$ cat src/rtl/core/assert_macros.svh
// assertion helpers shared by the rtl
`ifndef ASSERT_MACROS_SVH
`define ASSERT_MACROS_SVH

// clocked check, muted while reset is held
`define ASSERT_CLK(lbl, prop, msg) \
    lbl: assert property (@(posedge i_clk) disable iff (!i_rst_n) prop) else $error(msg);

// clocked check that also holds through reset
`define ASSERT_ALWAYS(lbl, prop, msg) \
    lbl: assert property (@(posedge i_clk) prop) else $error(msg);

`endif

$ cat src/rtl/core/fatlb_pkg.sv
`timescale 1ns / 1ps

package fatlb_pkg;

    localparam int LINES    = 128;
    localparam int VPN_BITS = 36;
    localparam int PPN_BITS = 20;
    localparam int OFF_BITS = 12;
    localparam int CMD_BITS = 2;

    typedef enum logic [CMD_BITS-1:0] {
        CMD_LOOKUP = 2'd0,
        CMD_FILL   = 2'd1,
        CMD_FLUSH  = 2'd2
    } t_cmd;

    typedef enum logic [1:0] {
        S_IDLE = 2'b01,
        S_CMP  = 2'b10
    } t_state;

    // one translation held by a cell
    typedef struct packed {
        logic                valid;
        logic [VPN_BITS-1:0] tag;
        logic [PPN_BITS-1:0] ppn;
    } t_entry;

    // control broadcast from the top level to every cell
    typedef struct packed {
        logic cmp_en;
        logic commit;
        logic flush;
        logic fill;
        logic lookup_hit;
    } t_cell_ctl;

endpackage

$ cat src/rtl/core/fatlb_cell.sv
`timescale 1ns / 1ps

module fatlb_cell (
    input  logic                          i_clk,
    input  logic                          i_rst_n,
    input  fatlb_pkg::t_cell_ctl          i_ctl,
    input  logic [fatlb_pkg::VPN_BITS-1:0] i_vpn,
    input  fatlb_pkg::t_entry             i_up,
    input  logic                          i_above,
    output fatlb_pkg::t_entry             o_entry,
    output logic                          o_above,
    output logic                          o_sel,
    output logic [fatlb_pkg::PPN_BITS-1:0] o_sel_ppn
);
    import fatlb_pkg::*;

    logic                r_valid;
    logic [VPN_BITS-1:0] r_tag;
    logic [PPN_BITS-1:0] r_ppn;
    logic                r_match;
    logic                w_shift;

    // shift when filling, or when the hit sits at or below this cell
    assign w_shift   = i_ctl.fill || (i_ctl.lookup_hit && !i_above);
    assign o_above   = i_above | r_match;
    assign o_sel     = r_match & ~i_above;
    assign o_sel_ppn = o_sel ? r_ppn : '0;
    assign o_entry   = '{valid: r_valid, tag: r_tag, ppn: r_ppn};

    always_ff @(posedge i_clk) begin
        if (!i_rst_n) begin
            r_valid <= 1'b0;
            r_match <= 1'b0;
        end else begin
            if (i_ctl.cmp_en) begin
                r_match <= r_valid && (r_tag == i_vpn);
            end
            if (i_ctl.commit) begin
                if (i_ctl.flush) begin
                    r_valid <= 1'b0;
                end else if (w_shift) begin
                    r_valid <= i_up.valid;
                end
            end
        end
    end

    always_ff @(posedge i_clk) begin
        if (i_ctl.commit && !i_ctl.flush && w_shift) begin
            r_tag <= i_up.tag;
            r_ppn <= i_up.ppn;
        end
    end

endmodule

$ cat config.mk
export PLATFORM = sky130hd
export DESIGN_NAME = fatlb_cell
export DESIGN_NICKNAME = d
export VERILOG_FILES = /design/src/rtl/core/assert_macros.svh /design/src/rtl/core/fatlb_pkg.sv /design/src/rtl/core/fatlb_cell.sv
export SDC_FILE = /design/constraint.sdc
export NUM_CORES = 1
export LEC_CHECK = 0
export ABC_AREA = 0
export BUFFER_PORTS_ARGS = -buffer_cell sky130_fd_sc_hd__buf_2
export CORE_UTILIZATION = 41
export CTS_BUF_LIST = sky130_fd_sc_hd__clkbuf_2
export DETAILED_ROUTE_END_ITERATION = 7
export GPL_ROUTABILITY_DRIVEN = 1
export PLACE_DENSITY = 0.85
export REMOVE_ABC_BUFFERS = 1
export SETUP_SLACK_MARGIN = 0.1
export SLEW_MARGIN = 20
export SYNTH_ARGS = -nofsm -noshare
export SYNTH_HDL_FRONTEND = slang
export SYNTH_SLANG_ARGS = --single-unit
$ cat constraint.sdc
create_clock -name i_clk -period 6.5 [get_ports i_clk]
set_clock_uncertainty 0.1 [all_clocks]
set_input_delay 0.65 -clock i_clk [delete_from_list [all_inputs] [get_ports i_clk]]
set_output_delay 0.65 -clock i_clk [all_outputs]
set_load 0.02 [all_outputs]
## Word-level counts from Yosys, hierarchy flattened

Index checks and enable logic that the tools add are counted.

| storage, ports and cells | value |
|---|---|
| bits in registers | 58 |
| bits in latches | 0 |
| bits in writable memories | 0 |
| bits in read-only memories | 0 |
| input port bits | 101 |
| output and inout port bits | 79 |
| logic and storage cells | 20 |
| memories kept | 0 |

| cells by class | value |
|---|---|
| $add $sub $neg | 0 |
| multipliers | 0 |
| div/mod/pow operators | 0 |
| magnitude comparators | 0 |
| eq/ne operators | 1 |
| shift operators | 0 |
| multiplexer cells | 3 |
| bitwise logic cells | 3 |
| reduce and logical (&&, ||, !) cells | 9 |

Operator list:

| operator | number |
|---|---|
| $eq A36 B36 Y1 | 1 |
| $mux W20 | 1 |
| $logic_and A1 B1 Y1 | 4 |
| $logic_not A1 Y1 | 2 |
| $mux W1 | 2 |
| $reduce_and A2 Y1 | 1 |
| $reduce_bool A2 Y1 | 1 |
| $and A1 B1 Y1 | 1 |
| $logic_or A1 B1 Y1 | 1 |
| $not A1 Y1 | 1 |
| $or A1 B1 Y1 | 1 |

## Depth between registers and ports, before layout

| logic depth | value |
|---|---|
| word-level depth | 5 |
| gate-level depth with buffers | 5 |
| gate-level depth less buffers | 5 |

## Worst setup path before layout

No wires, ideal clock.

| timing path | value |
|---|---|
| path type | input to register |
| start point | input port i_above |
| end point | register r_valid |
| library setup time | 0.078 ns |
| data arrival time | 5.398 ns |
| slack | 0.924 ns |
| stages | 5 |
| buffers on the path | 0 |
| path through | inv_1 -> a21oi_1 -> nor3b_1 -> a21oi_1 -> nor2b_1 |

| on the way | value |
|---|---|
| longest elaborated chain between the ends | 5 |

RTL lines:

| what | line | RTL |
|---|---|---|
| from (decl) | fatlb_cell.sv:9 | `input logic i_above,` |
| $logic_not A1 Y1 | fatlb_cell.sv:24 | `assign w_shift = i_ctl.fill \|\| (i_ctl.lookup_hit && !i_above);` |
| $logic_and A1 B1 Y1 | fatlb_cell.sv:24 |  |
| $logic_or A1 B1 Y1 | fatlb_cell.sv:24 |  |
| $reduce_bool A2 Y1 (no line) | -- |  |
| $reduce_and A2 Y1 (no line) | -- |  |
| to (signal assigned) | fatlb_cell.sv:42 | `r_valid <= i_up.valid;` |
| to (decl) | fatlb_cell.sv:17 | `logic r_valid;` |

Every way passes these cells.
A chain may end at the register's enable or synchronous reset.

## Final worst setup path

| timing path | value |
|---|---|
| start point | input port i_above |
| end point | output port o_sel_ppn[10] (netlist name) |

| on the way | value |
|---|---|
| longest elaborated chain between the ends | 3 |

RTL lines:

| what | line | RTL |
|---|---|---|
| $not A1 Y1 | fatlb_cell.sv:26 | `assign o_sel = r_match & ~i_above;` |
| $and A1 B1 Y1 | fatlb_cell.sv:26 |  |
| $mux W20 | fatlb_cell.sv:27 | `assign o_sel_ppn = o_sel ? r_ppn : '0;` |
| to (decl) | fatlb_cell.sv:13 | `output logic [fatlb_pkg::PPN_BITS-1:0] o_sel_ppn` |

Every way passes these cells.

==> key figures <==
Power and ir drop
  – Switching share of power: 25.5%
  – Sequential Power Share: 61.4%
  – P_int: 542 uW
  – VDD IR-drop max: 130 uV
  – Net Sw Power: 185 uW
  – Clock power share: 23.6%
  – Pwr Density: 215 nW/um^2
  – Tot Pwr: 727 uW
  – Combinational Power Share: 15.1%
  – Leak pwr: 1.53 nW

Detailed routing
  – # DRC: 0
  – Routed vias/inst: 4.45
  – Post-route antenna net violation count: 0
  – Routed WL: 5280 um
  – Drt pass-1 iters: 4
  – Vias: 1,808
  – WL per Instance: 13.0 um
  – 1st-iter DRT viols: 64

Logic synthesis
  – Post-Syn Area per Cell: 16.5 um^2
  – Yosys warning total: 0
  – Flops & latches, synth: 58
  – Syn Inst Count: 141
  – Sequential area share after synthesis: 74.0%
  – Syn Std Cell Area: 2330 um^2
  – Synth unique cells: 21

Timing
  – Slew HR: 53.8%
  – Worst hold slack: 278 ps
  – Final Critical Period: 2430 ps
  – Endpoints failing setup: 0
  – RSZ-0062 raised after global routing: false
  – F_max: 411 MHz
  – Fin crit share: 37.4%
  – Worst setup margin: 4070 ps
  – Max-slew violation count: 0
  – Total Neg Setup Slack: 0 ps
  – Actual slew at the worst max-slew pin: 693 ps
  – Hold Vio Cnt, Final: 0

Placed design
  – Placer Congestion: 0.713
  – Pre-CTS WS: 4070 ps
  – Post-DP HPWL: 4250 um
  – Cell total after placement: 390
  – Placement Cell Area: 3310 um^2
  – IO buf count: 179

Clocking
  – # hold bufs at CTS: 0
  – Root Buffer: clkbuf_2
  – Post-CTS resize count: 0
  – Worst-skew pair later-pin latency: 430 ps
  – H-tree levels: 3
  – Clock buffer depth: 2
  – Clock tree sinks: 58
  – Inserted Clock Buffers: 9
  – CTS tree: done
  – Worst-path clk slew: 150 ps
  – Setup Buffers After CTS: 0

Global routing
  – Total gr overflow: 0
  – Total track usage: 18.3%
  – Initial antenna violation count: 0
  – Largest net degree at the start of global routing: 58
  – Vias in the first global route: 1,710
  – Global-route wire length before repair: 7870 um

Worst hold path
  – Worst hold path type: in -> reg
  – Hold path start: i_up[4]
  – WHS Path Cells: 1
  – Hold Path Sink: r_ppn[4]

Floorplan
  – Starting density of the core: 42.5%
  – Core Region: 5470 um^2
  – FP Rows: 27
  – Top Ports: 180
  – DIE AREA: 5980 um^2
  – Die X-Extent: 77.3 um
  – Die Y: 77.3 um

Worst setup path
  – CP Capture Type: output port
  – Reg2Reg Launch Point: r_tag[23]
  – FF-to-FF End: r_match
  – Crit-path slowest cell: and2b_1
  – Crit path DAT: 1680 ps
  – CP delay by family, top: simple AND/OR/NAND/NOR gates
  – Worst endpoint required time: 5750 ps
  – Crit-path max cell delay: 550 ps
  – Most used cell along the critical path: buf_2
  – Worst Setup Start Kind: input port
  – Critical Path Fanout Max: 21
  – R2R depth: 5
  – Worst reg2reg setup slack: 5050 ps
  – CP bufs+invs: 2
  – CP Cell Sequence: buf_2, and2b_1, and2_1, buf_2
  – CP Class: in -> out

Cells and area
  – Final std cells w/o fill: 406
  – Most frequent cells in the layout: 179 x buf_2, 56 x edfxtp_1, 28 x xnor2_1, 20 x and2_1, 14 x clkbuf_2
  – Fin util: 61.9%
  – Number of diodes: 0
  – Post-route cell area: 3390 um^2
  – Final Net Count: 430
  – Layout fillers: 468
  – Area Growth Syn to Fin: 45.5%
  – Most common cell after layout, fill and taps aside: buf_2
  – Share of layout cells above drive strength 1: 58.7%

Flow run
  – Max_cap viols: 0

Status
  – Status: complete, no violations
how the worst max path moves through the flow:
stage                  from       endpoint  cells after the start
finish              i_above  o_sel_ppn[10]                      4
floorplan           i_above        r_valid                      5
global route        r_match   o_sel_ppn[5]                      3
global placement    i_above   o_sel_ppn[2]                      4
CTS                 r_match  o_sel_ppn[14]                      3
detailed placement  i_above  o_sel_ppn[14]                      4
Yosys cell counts (all sizes together):
cell	n	area share [%]
xor2	8	3.0
and2b	1	0.32
nand3b	1	0.32
edfxtp	56	72
nor2b	1	0.27
nor4	4	1.1
nand4	8	2.2
dfxtp	2	1.7
buf	2	0.54
a211o	1	0.38
inv	1	0.16
and2	20	5.4
nor3b	1	0.32
a21oi	2	0.43
xnor2	28	11
nand3	1	0.21
clkbuf	1	0.16
nand2	1	0.16
a21boi	1	0.32
or2	1	0.27
sequential cells by signal, summed over array words and instances, names as in the netlist:
name / flops
r_tag: 36
r_ppn: 20
r_match: 1
r_valid: 1
per-layer routing:
layer  vias to the layer above  track usage, %  routed length, um
met2                        94            32.6               2870
met1                       815            18.9               1900
met5                         -               0                  0
li1                        889               -                  -
met4                         0            10.0                 95
met3                        10            5.76                410
cell families (layout without fill, tap and decap cells):
logic type      after synthesis  in the layout  share of synthesized area, %
compound gates                4              4                          1.13
flops                        58             58                          74.0
buf+inv                       4            197                         0.860
xor+xnor                     36             36                          13.5
simple gates                 39             39                          10.5
worst register-to-register path, delay by kind of cell, from the launching register on:
family | cells | cell delay [ps]
xor+xnor | 1 | 190
flops | 1 | 430
simple gates | 4 | 690
power groups by stage:
stage	clock network [mW]	registers (mW)	logic, mW
finish	0.171	0.446	0.109
global route	0.195	0.449	0.118
CTS	0.179	0.447	0.111
detailed placement	0	0.455	0.111
global placement	0	0.454	0.108
floorplan	0	0.482	0.0269
cell type report:
type	count	area, um^2	share of cell area (%)
flip-flops and latches	58	1720	50.8
clock inverters	2	7.51	0.222
multi-input cells	79	591	17.4
repair buffers	180	903	26.7
inverters	1	3.75	0.111
clock buffers	14	70.1	2.07
well taps	72	90.1	2.66
No activity file was read; power rests on OpenSTA's default activity.
